--- src/sv/dqvs_pkg.sv ---
`timescale 1ns / 1ps
// Shared types, command and status codes for the deque with value search.
// No dependencies.
package dqvs_pkg;

  localparam int DEPTH_DEF       = 16;
  localparam int VALUE_WIDTH_DEF = 32;

  // Fixed field widths of the item and result transfers
  localparam int CMD_BITS    = 3;
  localparam int VALUE_BITS  = 32;
  localparam int STATUS_BITS = 2;
  localparam int COUNT_BITS  = 5;

  localparam logic [CMD_BITS-1:0] CMD_PUSH_FRONT = 3'd0;
  localparam logic [CMD_BITS-1:0] CMD_PUSH_BACK  = 3'd1;
  localparam logic [CMD_BITS-1:0] CMD_POP_FRONT  = 3'd2;
  localparam logic [CMD_BITS-1:0] CMD_POP_BACK   = 3'd3;
  localparam logic [CMD_BITS-1:0] CMD_PEEK       = 3'd4;
  localparam logic [CMD_BITS-1:0] CMD_CONTAINS   = 3'd5;
  localparam logic [CMD_BITS-1:0] CMD_REMOVE     = 3'd6;

  localparam logic [STATUS_BITS-1:0] STATUS_OK    = 2'd0;
  localparam logic [STATUS_BITS-1:0] STATUS_FULL  = 2'd1;
  localparam logic [STATUS_BITS-1:0] STATUS_EMPTY = 2'd2;

  typedef struct packed {
    logic [CMD_BITS-1:0]          command;
    logic signed [VALUE_BITS-1:0] value;
  } cmd_item_t;

  typedef struct packed {
    logic [STATUS_BITS-1:0]       status;
    logic                         found;
    logic signed [VALUE_BITS-1:0] front_value;
    logic signed [VALUE_BITS-1:0] back_value;
    logic [COUNT_BITS-1:0]        entry_count;
    logic                         is_empty;
  } res_item_t;

  typedef enum logic [2:0] {
    ST_IDLE,
    ST_FETCH,
    ST_SCAN,
    ST_SHIFT,
    ST_DONE
  } state_t;

endpackage

--- src/sv/dqvs_ram.sv ---
`timescale 1ns / 1ps
// Generic simple dual-port RAM: one write port, one registered read port.
// No dependencies.
module dqvs_ram #(
  parameter int  WIDTH = 32,
  parameter int  DEPTH = 16,
  localparam int AW    = (DEPTH > 1) ? $clog2(DEPTH) : 1
) (
  input  logic             clk,
  input  logic             wr_en,
  input  logic [AW-1:0]    wr_addr,
  input  logic [WIDTH-1:0] wr_data,
  input  logic             rd_en,
  input  logic [AW-1:0]    rd_addr,
  output logic [WIDTH-1:0] rd_data
);

  logic [WIDTH-1:0] mem [DEPTH];

  always_ff @(posedge clk) begin
    if (wr_en) begin
      mem[wr_addr] <= wr_data;
    end
    if (rd_en) begin
      rd_data <= mem[rd_addr];
    end
  end

endmodule

--- src/sv/deque_with_value_search_top.sv ---
`timescale 1ns / 1ps
// Bounded deque of signed values with contains and remove-first-match.
// Depends on dqvs_pkg and dqvs_ram.
//
// A bounded double-ended queue held in a ring inside one synchronous RAM
// (one write port, one registered read port). Each input transfer carries
// one command and yields exactly one result transfer with the status, the
// found flag, the front and back values, the count and an empty flag as
// they stand after the command. Items are handled one at a time. Push, peek,
// an unused code and a pop that leaves the store empty or finds it empty
// need no RAM read; any other pop reads the new end entry from the RAM.
// Contains and remove walk the store from the front, one RAM read per
// cycle; a remove then closes the gap by copying each later entry one place
// forward, overlapping those reads with the writes. Front and back values
// are kept in registers, so the result never waits on a second RAM read. The
// result sits in an output register: a new command is taken while the
// previous result still waits to be transferred, and the block only stalls a
// finished result until the output register frees up. The RAM needs no
// clearing after reset; only occupied slots are ever read.
module deque_with_value_search_top #(
  parameter int DEPTH       = dqvs_pkg::DEPTH_DEF,
  parameter int VALUE_WIDTH = dqvs_pkg::VALUE_WIDTH_DEF
) (
  input  logic                clk,
  input  logic                rst_n,
  input  logic                in_valid,
  output logic                in_stall,
  input  dqvs_pkg::cmd_item_t in_data,
  output logic                out_valid,
  input  logic                out_stall,
  output dqvs_pkg::res_item_t out_data
);

  import dqvs_pkg::*;

  localparam int AW    = (DEPTH > 1) ? $clog2(DEPTH) : 1;
  localparam int CNT_W = $clog2(DEPTH + 1);
  localparam logic [CNT_W-1:0] DEPTH_C  = CNT_W'(DEPTH);
  localparam logic [CNT_W:0]   DEPTH_W  = (CNT_W + 1)'(DEPTH);
  localparam logic [AW-1:0]    LAST_IDX = AW'(DEPTH - 1);
  localparam logic [CNT_W-1:0] CNT_ONE  = CNT_W'(1);
  localparam logic [CNT_W-1:0] CNT_TWO  = CNT_W'(2);

  // Ring slot of the entry at the given offset from the front
  function automatic logic [AW-1:0] slot_of(input logic [AW-1:0]    h,
                                            input logic [CNT_W-1:0] off);
    logic [CNT_W:0] s;
    s = {{(CNT_W + 1 - AW){1'b0}}, h} + {1'b0, off};
    if (s >= DEPTH_W) begin
      s = s - DEPTH_W;
    end
    return s[AW-1:0];
  endfunction

  state_t                  state_r, state_nxt;
  logic [AW-1:0]           head_r, head_nxt;
  logic [CNT_W-1:0]        occ_r, occ_nxt;
  logic [CMD_BITS-1:0]     cmd_r, cmd_nxt;
  logic [VALUE_WIDTH-1:0]  val_r, val_nxt;
  logic [VALUE_WIDTH-1:0]  front_r, front_nxt;
  logic [VALUE_WIDTH-1:0]  back_r, back_nxt;
  logic [VALUE_WIDTH-1:0]  prev_r, prev_nxt;
  logic [CNT_W-1:0]        idx_r, idx_nxt;
  logic [CNT_W-1:0]        ridx_r, ridx_nxt;
  logic                    rv_r, rv_nxt;
  logic [STATUS_BITS-1:0]  status_r, status_nxt;
  logic                    found_r, found_nxt;
  logic                    out_valid_r, out_valid_nxt;
  res_item_t               out_data_r, out_data_nxt;

  logic                    wr_en;
  logic [AW-1:0]           wr_addr;
  logic [VALUE_WIDTH-1:0]  wr_data;
  logic                    rd_en;
  logic [AW-1:0]           rd_addr;
  logic [VALUE_WIDTH-1:0]  rd_data;

  logic [VALUE_WIDTH+VALUE_BITS-1:0] in_val_wide;
  logic [VALUE_WIDTH-1:0]            in_val;
  logic [VALUE_WIDTH+VALUE_BITS-1:0] front_wide;
  logic [VALUE_WIDTH+VALUE_BITS-1:0] back_wide;
  logic [CNT_W+COUNT_BITS-1:0]       cnt_wide;
  logic [AW-1:0]                     head_dec;
  logic                              in_take;
  logic                              issue;
  logic                              hit;
  logic                              out_free;

  // Sign-extend the input, then keep the stored width
  assign in_val_wide = {{VALUE_WIDTH{in_data.value[VALUE_BITS-1]}}, in_data.value};
  assign in_val      = in_val_wide[VALUE_WIDTH-1:0];
  // Stored bits shown zero-extended or cut to the result width
  assign front_wide  = {{VALUE_BITS{1'b0}}, front_r};
  assign back_wide   = {{VALUE_BITS{1'b0}}, back_r};
  assign cnt_wide    = {{COUNT_BITS{1'b0}}, occ_r};

  assign head_dec = (head_r == '0) ? LAST_IDX : head_r - AW'(1);
  assign in_take  = in_valid && !in_stall;
  assign issue    = idx_r < occ_r;
  assign hit      = rv_r && (rd_data == val_r);
  assign out_free = !out_valid_r || !out_stall;

  assign in_stall  = (state_r != ST_IDLE);
  assign out_valid = out_valid_r;
  assign out_data  = out_data_r;

  dqvs_ram #(
    .WIDTH (VALUE_WIDTH),
    .DEPTH (DEPTH)
  ) u_ram (
    .clk     (clk),
    .wr_en   (wr_en),
    .wr_addr (wr_addr),
    .wr_data (wr_data),
    .rd_en   (rd_en),
    .rd_addr (rd_addr),
    .rd_data (rd_data)
  );

  // Next state
  always_comb begin
    state_nxt = state_r;
    unique case (state_r)
      ST_IDLE: begin
        if (in_take) begin
          unique case (in_data.command)
            CMD_POP_FRONT,
            CMD_POP_BACK: state_nxt = (occ_r > CNT_ONE) ? ST_FETCH : ST_DONE;
            CMD_CONTAINS,
            CMD_REMOVE:   state_nxt = ST_SCAN;
            default:      state_nxt = ST_DONE;
          endcase
        end
      end
      ST_FETCH: state_nxt = ST_DONE;
      ST_SCAN: begin
        if (hit) begin
          state_nxt = (cmd_r == CMD_REMOVE) ? ST_SHIFT : ST_DONE;
        end else if (!rv_r && !issue) begin
          state_nxt = ST_DONE;
        end
      end
      ST_SHIFT: begin
        if (!rv_r) begin
          state_nxt = ST_DONE;
        end
      end
      ST_DONE: begin
        if (out_free) begin
          state_nxt = ST_IDLE;
        end
      end
      default: state_nxt = ST_IDLE;
    endcase
  end

  // Datapath, RAM access and result register
  always_comb begin
    head_nxt      = head_r;
    occ_nxt       = occ_r;
    cmd_nxt       = cmd_r;
    val_nxt       = val_r;
    front_nxt     = front_r;
    back_nxt      = back_r;
    prev_nxt      = prev_r;
    idx_nxt       = idx_r;
    ridx_nxt      = ridx_r;
    rv_nxt        = rv_r;
    status_nxt    = status_r;
    found_nxt     = found_r;
    out_valid_nxt = out_valid_r && out_stall;
    out_data_nxt  = out_data_r;
    wr_en         = 1'b0;
    wr_addr       = '0;
    wr_data       = val_r;
    rd_en         = 1'b0;
    rd_addr       = '0;

    unique case (state_r)
      ST_IDLE: begin
        if (in_take) begin
          cmd_nxt    = in_data.command;
          val_nxt    = in_val;
          status_nxt = STATUS_OK;
          found_nxt  = 1'b0;
          idx_nxt    = '0;
          rv_nxt     = 1'b0;
          unique case (in_data.command)
            CMD_PUSH_FRONT: begin
              if (occ_r == DEPTH_C) begin
                status_nxt = STATUS_FULL;
              end else begin
                wr_en     = 1'b1;
                wr_addr   = head_dec;
                wr_data   = in_val;
                head_nxt  = head_dec;
                occ_nxt   = occ_r + CNT_ONE;
                front_nxt = in_val;
                if (occ_r == '0) begin
                  back_nxt = in_val;
                end
              end
            end
            CMD_PUSH_BACK: begin
              if (occ_r == DEPTH_C) begin
                status_nxt = STATUS_FULL;
              end else begin
                wr_en    = 1'b1;
                wr_addr  = slot_of(head_r, occ_r);
                wr_data  = in_val;
                occ_nxt  = occ_r + CNT_ONE;
                back_nxt = in_val;
                if (occ_r == '0) begin
                  front_nxt = in_val;
                end
              end
            end
            CMD_POP_FRONT: begin
              if (occ_r == '0) begin
                status_nxt = STATUS_EMPTY;
              end else begin
                head_nxt = slot_of(head_r, CNT_ONE);
                occ_nxt  = occ_r - CNT_ONE;
                rd_en    = occ_r > CNT_ONE;
                rd_addr  = slot_of(head_r, CNT_ONE);
              end
            end
            CMD_POP_BACK: begin
              if (occ_r == '0) begin
                status_nxt = STATUS_EMPTY;
              end else begin
                occ_nxt = occ_r - CNT_ONE;
                rd_en   = occ_r > CNT_ONE;
                rd_addr = slot_of(head_r, occ_r - CNT_TWO);
              end
            end
            CMD_PEEK: begin
              if (occ_r == '0) begin
                status_nxt = STATUS_EMPTY;
              end
            end
            default: begin
            end
          endcase
        end
      end

      ST_FETCH: begin
        if (cmd_r == CMD_POP_FRONT) begin
          front_nxt = rd_data;
        end else begin
          back_nxt = rd_data;
        end
      end

      ST_SCAN: begin
        // One read issued per cycle; the compare works on the registered read data
        rd_en   = issue;
        rd_addr = slot_of(head_r, idx_r);
        rv_nxt  = issue;
        if (issue) begin
          idx_nxt  = idx_r + CNT_ONE;
          ridx_nxt = idx_r;
        end
        if (rv_r) begin
          prev_nxt = rd_data;
        end
        if (hit) begin
          found_nxt = 1'b1;
          // Removing the back entry: the one before it becomes the back
          if (cmd_r == CMD_REMOVE && ridx_r == occ_r - CNT_ONE && ridx_r != '0) begin
            back_nxt = prev_r;
          end
        end
      end

      ST_SHIFT: begin
        // Entry at ridx moves one place towards the front
        rd_en   = issue;
        rd_addr = slot_of(head_r, idx_r);
        rv_nxt  = issue;
        if (issue) begin
          idx_nxt  = idx_r + CNT_ONE;
          ridx_nxt = idx_r;
        end
        if (rv_r) begin
          wr_en   = 1'b1;
          wr_addr = slot_of(head_r, ridx_r - CNT_ONE);
          wr_data = rd_data;
          if (ridx_r == CNT_ONE) begin
            front_nxt = rd_data;
          end
        end else begin
          occ_nxt = occ_r - CNT_ONE;
        end
      end

      ST_DONE: begin
        if (out_free) begin
          out_valid_nxt            = 1'b1;
          out_data_nxt.status      = status_r;
          out_data_nxt.found       = found_r;
          out_data_nxt.entry_count = cnt_wide[COUNT_BITS-1:0];
          out_data_nxt.is_empty    = (occ_r == '0);
          if (occ_r == '0) begin
            out_data_nxt.front_value = '0;
            out_data_nxt.back_value  = '0;
          end else begin
            out_data_nxt.front_value = front_wide[VALUE_BITS-1:0];
            out_data_nxt.back_value  = back_wide[VALUE_BITS-1:0];
          end
        end
      end

      default: begin
      end
    endcase
  end

  always_ff @(posedge clk) begin
    if (!rst_n) begin
      state_r     <= ST_IDLE;
      head_r      <= '0;
      occ_r       <= '0;
      rv_r        <= 1'b0;
      out_valid_r <= 1'b0;
    end else begin
      state_r     <= state_nxt;
      head_r      <= head_nxt;
      occ_r       <= occ_nxt;
      rv_r        <= rv_nxt;
      out_valid_r <= out_valid_nxt;
    end
  end

  always_ff @(posedge clk) begin
    cmd_r      <= cmd_nxt;
    val_r      <= val_nxt;
    front_r    <= front_nxt;
    back_r     <= back_nxt;
    prev_r     <= prev_nxt;
    idx_r      <= idx_nxt;
    ridx_r     <= ridx_nxt;
    status_r   <= status_nxt;
    found_r    <= found_nxt;
    out_data_r <= out_data_nxt;
  end

endmodule

--- config.mk ---
export PLATFORM = sky130hd
export DESIGN_NAME = deque_with_value_search_top
export DESIGN_NICKNAME = d
export VERILOG_FILES = /design/src/sv/dqvs_pkg.sv /design/src/sv/dqvs_ram.sv /design/src/sv/deque_with_value_search_top.sv
export SDC_FILE = /design/constraint.sdc
export NUM_CORES = 1
export LEC_CHECK = 0
export BUFFER_PORTS_ARGS = -buffer_cell sky130_fd_sc_hd__buf_4
export CAP_MARGIN = 10
export CORE_ASPECT_RATIO = 0.9
export CORE_MARGIN = 5
export CORE_UTILIZATION = 50
export CTS_BUF_LIST = sky130_fd_sc_hd__clkbuf_4 sky130_fd_sc_hd__clkbuf_8
export DETAILED_ROUTE_END_ITERATION = 12
export GPL_TIMING_DRIVEN = 1
export PLACE_DENSITY = 0.67
export RECOVER_POWER = 100
export SETUP_SLACK_MARGIN = 0.4
export SLEW_MARGIN = 20
export SYNTH_ARGS = -nofsm -noshare
export SYNTH_HDL_FRONTEND = slang
export SYNTH_HIERARCHICAL = 1
export SYNTH_SLANG_ARGS = --single-unit
--- constraint.sdc ---
create_clock -name clk -period 6.2 [get_ports clk]
set_input_delay 0.62 -clock clk [delete_from_list [all_inputs] [get_ports clk]]
set_output_delay 0.62 -clock clk [all_outputs]
set_load 0.005 [all_outputs]
==> results.txt, run 1 <==
----------------------------------------------------
[Run status]
  Outcome ... complete, but fails checks
  Failing checks ... max-capacitance violations, max-slew violations

[Clock network]
  Clock tree from TritonCTS ... built
  Skew-Pair Late Insertion Delay ... 0.73 ns
  Clock sinks ... 775
  Maximum clock insertion buffer count ... 3
  Cts bufs inserted ... 118
  Number of buffers inserted to repair setup after CTS ... 0
  Clock root cell ... sky130_fd_sc_hd__clkbuf_8
  Clock-pin slew of the registers on the worst-case setup and hold paths ... 0.06 ns
  Number of hold-repair buffers added at the cts stage ... 0
  Number of gates resized after CTS ... 0
  Maximum level of the CTS H-tree ... 3

[Yosys]
  Cell taking the most area after synthesis ... sky130_fd_sc_hd__edfxtp_1
  Share of flip-flops with an asynchronous set or reset after synthesis ... 0
  Share of the synthesized area in the top cell type ... 0.735
  Netlist area before placement ... 31100 sq um
  Synth Area in Adders ... 0.0138
  Average cell area after synthesis ... 17.5 sq um
  Largest cells by area after synthesis ... sky130_fd_sc_hd__edfxtp_1 74%, sky130_fd_sc_hd__mux4_2 9.3%, sky130_fd_sc_hd__nand2_1 3.3%
  Total of warnings raised by yosys ... 6
  Total of flip-flops plus latches after synthesis ... 775
  Multiplexer share of the synthesized area ... 0.0951
  Synthesized-area fraction occupied by ao, oa, aoi and oai cells ... 0.0459
  Post-synthesis xor/xnor area fraction ... 0.0183
  Post-synth net total ... 1848
  Instance count of the mapped netlist ... 1777
  Simple-gate portion of the synthesized area ... 0.0658
  Post-synthesis sequential area ratio ... 0.744
  Unique cell type count in the Yosys netlist ... 58
  Number of flops mapped to enable cells by yosys ... 761
  Largest family of logic cells by synthesized area ... multiplexers
  Most instantiated flip-flop cell in the synthesis netlist ... sky130_fd_sc_hd__edfxtp_1

[GRT]
  Vias in the first global route ... 16600
  Number of antenna violations at the first check in global routing ... 2
  Largest net degree at the start of global routing ... 73
  All-Layer GR Usage ... 0.206
  Global-route wire length before repair ... 104000 um
  GR Overflow Total ... 0

[Timing]
  Final period util ... 0.865
  Number of slew-limit violations in the final report ... 499
  Achievable clock frequency ... 187 MHz
  Headroom to the max-slew limit ... -1.43
  Unrepaired setup endpoints after global routing ... no
  Number of setup violations in the final report ... 0
  Final-report hold violation count ... 0
  Summed negative setup slack over all endpoints ... 0 ns
  Tightest Pin Transition ... 3.64 ns
  Smallest setup slack after layout ... 0.838 ns
  Worst clock skew ... 0.0404 ns
  Worst hold slack ... 0.191 ns
  Min Tclk post-route ... 5.36 ns

[Worst setup path]
  Register-to-register setup slack ... 0.84 ns
  Delay contributed by the slowest stage of the critical path ... 1.88 ns
  Critical Path End Type ... flip-flop
  Nature of the critical path startpoint ... flip-flop
  Startpoint-to-endpoint class of the critical path ... flip-flop to flip-flop
  Data required time at the worst endpoint ... 6.46 ns
  CP arrival ... 5.62 ns
  Critical-path cell list ... inv_1 -> ha_1 -> nor3b_1 -> a21boi_0 -> nor2b_2 -> buf_4 -> nor2_1 -> inv_1 -> nand3b_1 -> nor3_1 -> clkbuf_1
  Biggest fanout along the worst timing path ... 34
  Most prevalent standard cell on the critical path ... sky130_fd_sc_hd__inv_1
  CP max stage cell ... sky130_fd_sc_hd__clkbuf_1

[Routing]
  Routed WL ... 69200 um
  Violation count after the first detailed-route iteration ... 1562
  Count of vias placed by the detailed router ... 16500
  Ratio of routed vias to standard cells ... 5.73
  DRC errors left ... 0
  Number of search-and-repair iterations in the first detailed-routing pass ... 5
  DRT antenna net count ... 0
  Average wire per cell in the routed design ... 24.0 um

[Final layout]
  Diode count ... 0
  Commonest cells after routing, fill and taps aside ... 761 x sky130_fd_sc_hd__edfxtp_1, 273 x sky130_fd_sc_hd__nand2_1, 128 x sky130_fd_sc_hd__a22oi_1, 128 x sky130_fd_sc_hd__mux4_2, 120 x sky130_fd_sc_hd__clkbuf_8
  P&R area growth vs syn ... 12.7%
  Fraction of layout instances using a drive strength above 1 ... 0.205
  Number of nets at the end of the flow ... 2033
  Number of fillers in the final layout ... 4692
  Final core utilization ... 0.570
  Commonest non-fill, non-tap cell in the layout ... sky130_fd_sc_hd__edfxtp_1

[Floorplan]
  Number of placement rows ... 86
  Die span in y ... 247 um
  Boundary pin count ... 114
  Core box area ... 61400 sq um
  Die extent in x ... 273 um
  Area of the die ... 67200 sq um
  Initial cell density of the core ... 0.506

[Placement]
  Pre-CTS setup slack ... 1.39 ns
  Count of input and output buffers ... 113
  HPWL after DPL ... 43200 um
  Routability-driven placement congestion ratio ... 0.872

[Power]
  Maximum vdd drop ... 0.156 mV
  Leak pwr ... 11.6 nW
  Power per Cell Area ... 332 nW/um^2
  Total power draw ... 11.6 mW

[Hold path]
  Hold/Removal Path Class ... primary input to flip-flop

[Flow run]
  Max_cap viols ... 17

----------------------------------------------------
-- cell usage after synthesis, types with 3 or more instances --
cell type / n
sky130_fd_sc_hd__dfxtp_1: 14
sky130_fd_sc_hd__buf_1: 12
sky130_fd_sc_hd__o21bai_1: 4
sky130_fd_sc_hd__mux2_2: 3
sky130_fd_sc_hd__a21o_1: 6
sky130_fd_sc_hd__or3_1: 5
sky130_fd_sc_hd__mux4_2: 128
sky130_fd_sc_hd__buf_4: 13
sky130_fd_sc_hd__and2_1: 68
sky130_fd_sc_hd__nand3_1: 14
sky130_fd_sc_hd__fa_1: 4
sky130_fd_sc_hd__ha_1: 28
sky130_fd_sc_hd__xnor2_1: 20
sky130_fd_sc_hd__inv_1: 25
sky130_fd_sc_hd__edfxtp_1: 761
sky130_fd_sc_hd__nor3_1: 8
sky130_fd_sc_hd__and3_1: 4
sky130_fd_sc_hd__buf_2: 9
sky130_fd_sc_hd__a22oi_1: 128
sky130_fd_sc_hd__nor2b_1: 7
sky130_fd_sc_hd__a21oi_1: 27
sky130_fd_sc_hd__nand3b_1: 4
sky130_fd_sc_hd__o31ai_1: 4
sky130_fd_sc_hd__buf_6: 3
sky130_fd_sc_hd__nor2_1: 42
sky130_fd_sc_hd__o22ai_1: 6
sky130_fd_sc_hd__nand2b_1: 6
sky130_fd_sc_hd__clkbuf_1: 53
sky130_fd_sc_hd__xor2_1: 43
sky130_fd_sc_hd__mux2i_1: 4
sky130_fd_sc_hd__nor4_1: 10
sky130_fd_sc_hd__o21ai_0: 13
sky130_fd_sc_hd__nand2_1: 273
-- cell type report --
cell class,count,area (sq um),area share
clock buffers,148,1860,0.0531
clock inverters,61,460,0.0131
inverters,26,97.6,0.00279
multi-input cells,886,7540,0.215
flip-flops and latches,775,23100,0.660
well taps,836,1050,0.0299
repair buffers,155,901,0.0257
-- flip-flops by register name, indices dropped and copies added, names as in the netlist --
signal	cells
occ_r	5
ridx_r	5
front_r	32
status_r	2
state_r	3
found_r	1
cmd_r	3
prev_r	32
back_r	32
u_ram/mem	512
out_valid	1
out_data	73
head_r	4
u_ram/rd_data	32
rv_r	1
val_r	32
idx_r	5
-- through the flow --
| step | instances | area (sq um) |
|---|---|---|
| after detailed placement | 2678 | 33100 |
| after floorplan | 1777 | 31100 |
| final | 2887 | 35000 |
| after global routing | 2887 | 35000 |
| after CTS | 2887 | 35400 |
| after global placement | 2678 | 33100 |
-- worst max-delay path: cells and delay by family, from the launching register on --
| kind | cells | cell delay, ns |
|---|---|---|
| compound gates | 1 | 0.49 |
| fa+ha+maj | 1 | 0.26 |
| flops | 1 | 0.42 |
| buf+inv | 4 | 2.61 |
| simple gates | 5 | 1.11 |
-- metal layers --
layer | global-route usage | vias up | wire length [um]
li1 | - | 7302 | -
met1 | 0.303 | 8459 | 29700
met2 | 0.323 | 671 | 32500
met3 | 0.0344 | 97 | 5470
met4 | 0.0596 | 0 | 1500
met5 | 0 | - | 0
-- logic make-up after synthesis --
| logic type | after synthesis |
|---|---|
| AO/OA/AOI/OAI | 203 |
| flip-flops | 775 |
| adder cells (fa/ha/maj) | 32 |
| XOR/XNOR | 64 |
| AND/OR/NAND/NOR | 452 |
| buffers and inverters | 116 |
| multiplexers | 135 |
-- path summary, 6_finish.rpt --
path,depth (start not counted),startpoint,endpoint
hold / removal,3,out_stall,out_valid
hold reg to reg,0,status_r[1],out_data[72]
setup / recovery,11,occ_r[1],u_ram/mem[4][23]
setup reg to reg,11,occ_r[1],u_ram/mem[4][23]
-- power by group --
part           total, mW  switching (mW)  internal [mW]
Clock               4.13            1.91           2.22
Sequential          6.37           0.107           6.26
Combinational       1.14           0.761          0.384
Total               11.6            2.78           8.87
Power figures use the tool's default switching activity.
==> run 2: changes to the inputs <==
--- a/config.mk
+++ b/config.mk
@@ -7,13 +7,15 @@
 export LEC_CHECK = 0
 export BUFFER_PORTS_ARGS = -buffer_cell sky130_fd_sc_hd__buf_4
 export CAP_MARGIN = 10
+export CELL_PAD_IN_SITES_DETAIL_PLACEMENT = 1
+export CELL_PAD_IN_SITES_GLOBAL_PLACEMENT = 1
 export CORE_ASPECT_RATIO = 0.9
 export CORE_MARGIN = 5
 export CORE_UTILIZATION = 50
 export CTS_BUF_LIST = sky130_fd_sc_hd__clkbuf_4 sky130_fd_sc_hd__clkbuf_8
 export DETAILED_ROUTE_END_ITERATION = 12
 export GPL_TIMING_DRIVEN = 1
-export PLACE_DENSITY = 0.67
+export PLACE_DENSITY_LB_ADDON = 0.1
 export RECOVER_POWER = 100
 export SETUP_SLACK_MARGIN = 0.4
 export SLEW_MARGIN = 20
==> run 2 against run 1 <==
  * The run still ends with max-capacitance violations, max-slew violations left
  * Combinational power rose by 5%
  * Global-route usage rose by 2.6 points
  * First-iteration DRC count fell by 1.2%
  * Via count rose by 2.5%
  * Cell count rose by 0.48%
  * Sequential share of layout area fell by 0.20 points
==> results.txt, run 2 (synthesized netlist as in run 1, its figures left out) <==
----------------------------------------------------
[Routing]
  Ratio of routed vias to standard cells ... 5.84
  Routed length on met2 ... 35800 um
  Post-Route M1 WL ... 34400 um
  Routed WL ... 77700 um
  Routed length on met3 ... 5960 um
  Violation count after the first detailed-route iteration ... 1543
  Max layer used ... met4
  Count of vias placed by the detailed router ... 16900
  DRC errors left ... 0
  Number of search-and-repair iterations in the first detailed-routing pass ... 6
  DRT antenna net count ... 0
  Average wire per cell in the routed design ... 26.8 um

[Floorplan]
  Die extent in x ... 273 um
  Initial cell density of the core ... 0.506
  Area of the die ... 67200 sq um
  Core box area ... 61400 sq um
  Die span in y ... 247 um
  Boundary pin count ... 114
  Number of placement rows ... 86

[Power]
  Power per Cell Area ... 334 nW/um^2
  Sequential cell fraction of total power ... 0.543
  Leak pwr ... 11.7 nW
  Cell internal power dissipation ... 8.86 mW
  Net switching fraction of the power ... 0.245
  Portion of total power attributed to the clock network ... 0.355
  Maximum vdd drop ... 0.185 mV
  Switching Power ... 2.87 mW
  Comb power frac ... 0.102
  Total power draw ... 11.7 mW

[Timing]
  Unrepaired setup endpoints after global routing ... no
  Worst hold slack ... 0.167 ns
  Final-report hold violation count ... 0
  Achievable clock frequency ... 184 MHz
  Worst clock skew ... 0.0275 ns
  Final period util ... 0.877
  Min Tclk post-route ... 5.44 ns
  Tightest Pin Transition ... 3.41 ns
  Number of slew-limit violations in the final report ... 362
  Summed negative setup slack over all endpoints ... 0 ns
  Headroom to the max-slew limit ... -1.27
  Number of setup violations in the final report ... 0

[Flow run]
  Max_cap viols ... 12

[Worst setup path]
  Kind of cell adding the most delay to the critical path ... simple AND/OR/NAND/NOR gates
  CP arrival ... 5.79 ns
  Worst flop-to-flop path endpoint ... u_ram/mem[11][18]
  Startpoint of the most critical register-to-register path ... occ_r[1]
  R2R cell count ... 11
  CP max stage cell ... sky130_fd_sc_hd__nor2_2
  Nature of the critical path startpoint ... flip-flop
  Biggest fanout along the worst timing path ... 34
  Critical-path cell list ... inv_1 -> ha_1 -> nor3b_1 -> a21boi_0 -> nor2b_1 -> clkbuf_2 -> nand2_1 -> o21ai_0 -> nand2_1 -> nor2_2 -> clkbuf_1
  Delay contributed by the slowest stage of the critical path ... 1.18 ns
  Most prevalent standard cell on the critical path ... sky130_fd_sc_hd__nand2_1
  Startpoint-to-endpoint class of the critical path ... flip-flop to flip-flop
  Data required time at the worst endpoint ... 6.56 ns
  Crit path buf inv count ... 3
  Register-to-register setup slack ... 0.76 ns
  Critical Path End Type ... flip-flop

[Placement]
  Routability-driven placement congestion ratio ... 0.839
  Number of cells after detailed placement ... 2680
  Count of input and output buffers ... 113
  HPWL after DPL ... 48000 um

[GRT]
  GR Overflow Total ... 0
  All-Layer GR Usage ... 0.232
  Largest net degree at the start of global routing ... 68
  Global-route wire length before repair ... 116000 um
  Number of antenna violations at the first check in global routing ... 5
  Vias in the first global route ... 17700

[Clock network]
  Number of buffers inserted to repair setup after CTS ... 0
  Clock tree from TritonCTS ... built
  Number of hold-repair buffers added at the cts stage ... 0
  Maximum clock insertion buffer count ... 3
  Clock root cell ... sky130_fd_sc_hd__clkbuf_8
  Clock-pin slew of the registers on the worst-case setup and hold paths ... 0.07 ns
  Number of gates resized after CTS ... 0
  Cts bufs inserted ... 121
  Skew-Pair Late Insertion Delay ... 0.73 ns
  Clock sinks ... 775
  Maximum level of the CTS H-tree ... 3

[Run status]
  Outcome ... complete, but fails checks
  Failing checks ... max-capacitance violations, max-slew violations

[Final layout]
  Flip-flop count of the largest register after layout ... 512
  Fraction of layout instances using a drive strength above 1 ... 0.212
  Final instance count without filler cells ... 2901
  Number of nets at the end of the flow ... 2038
  Commonest cells after routing, fill and taps aside ... 761 x sky130_fd_sc_hd__edfxtp_1, 273 x sky130_fd_sc_hd__nand2_1, 128 x sky130_fd_sc_hd__a22oi_1, 128 x sky130_fd_sc_hd__mux4_2, 122 x sky130_fd_sc_hd__clkbuf_8
  Commonest non-fill, non-tap cell in the layout ... sky130_fd_sc_hd__edfxtp_1
  P&R area growth vs syn ... 13.1%
  Most flop-heavy register ... u_ram/mem

[Hold path]
  Worst Hold Launch ... out_stall
  Hold Path End ... out_valid
  Hold depth ... 3
  Hold/Removal Path Class ... primary input to flip-flop

----------------------------------------------------
-- run 2: metal layers --
layer  track usage  vias up
met4        0.0552        0
met1         0.347     8874
met5             0        -
met3        0.0522      105
met2         0.352      645
li1              -     7322
-- run 2: through the flow --
| stage | worst slack, ns | instance area, sq um | utilization |
|---|---|---|---|
| floorplan | 1.17 | 31100 | - |
| global placement | 1.47 | 33200 | 0.540 |
| detailed placement | 1.35 | 33200 | 0.540 |
| CTS | 1.34 | 35500 | 0.578 |
| global route | 0.509 | 35100 | 0.572 |
| finish | 0.762 | 35100 | 0.572 |
-- run 2: worst max-delay path by stage --
stage	slack [ns]	from	endpoint	depth (start not counted)
floorplan	1.17	occ_r[1]	u_ram/mem[0][0]	11
global placement	1.47	occ_r[1]	u_ram/rd_data[21]	12
detailed placement	1.35	occ_r[1]	u_ram/rd_data[21]	12
CTS	1.34	occ_r[1]	u_ram/rd_data[15]	12
global route	0.51	occ_r[1]	u_ram/mem[11][18]	11
finish	0.76	occ_r[1]	u_ram/mem[11][18]	11
-- run 2: power by group through the flow --
stage          clock network [mW]  logic [mW]  registers (mW)
2_1_floorplan                   0       0.732            6.44
3_3_place_gp                    0        1.22            6.45
3_5_place_dp                    0        1.25            6.47
4_1_cts                      4.28        1.26            6.36
5_1_grt                      4.55        1.31            6.40
6_report                     4.17        1.20            6.37
-- run 2: worst register-to-register path: cells and delay by family, from the launching register on --
kind | cells | cell delay [ns]
and+or+nand+nor | 5 | 2.04
AOI/OAI and AO/OA | 2 | 0.85
adders and majority gates | 1 | 0.27
DFF | 1 | 0.49
buffers and inverters | 3 | 1.44
-- run 2: area by class of cell --
type,count,area [sq um]
inverters,26,97.6
multi-input cells,886,7530
clock buffers,166,2010
repair buffers,157,995
clock inverters,53,324
fillers,5551,26300
flip-flops and latches,775,23100
well taps,836,1050
diodes,2,5.00
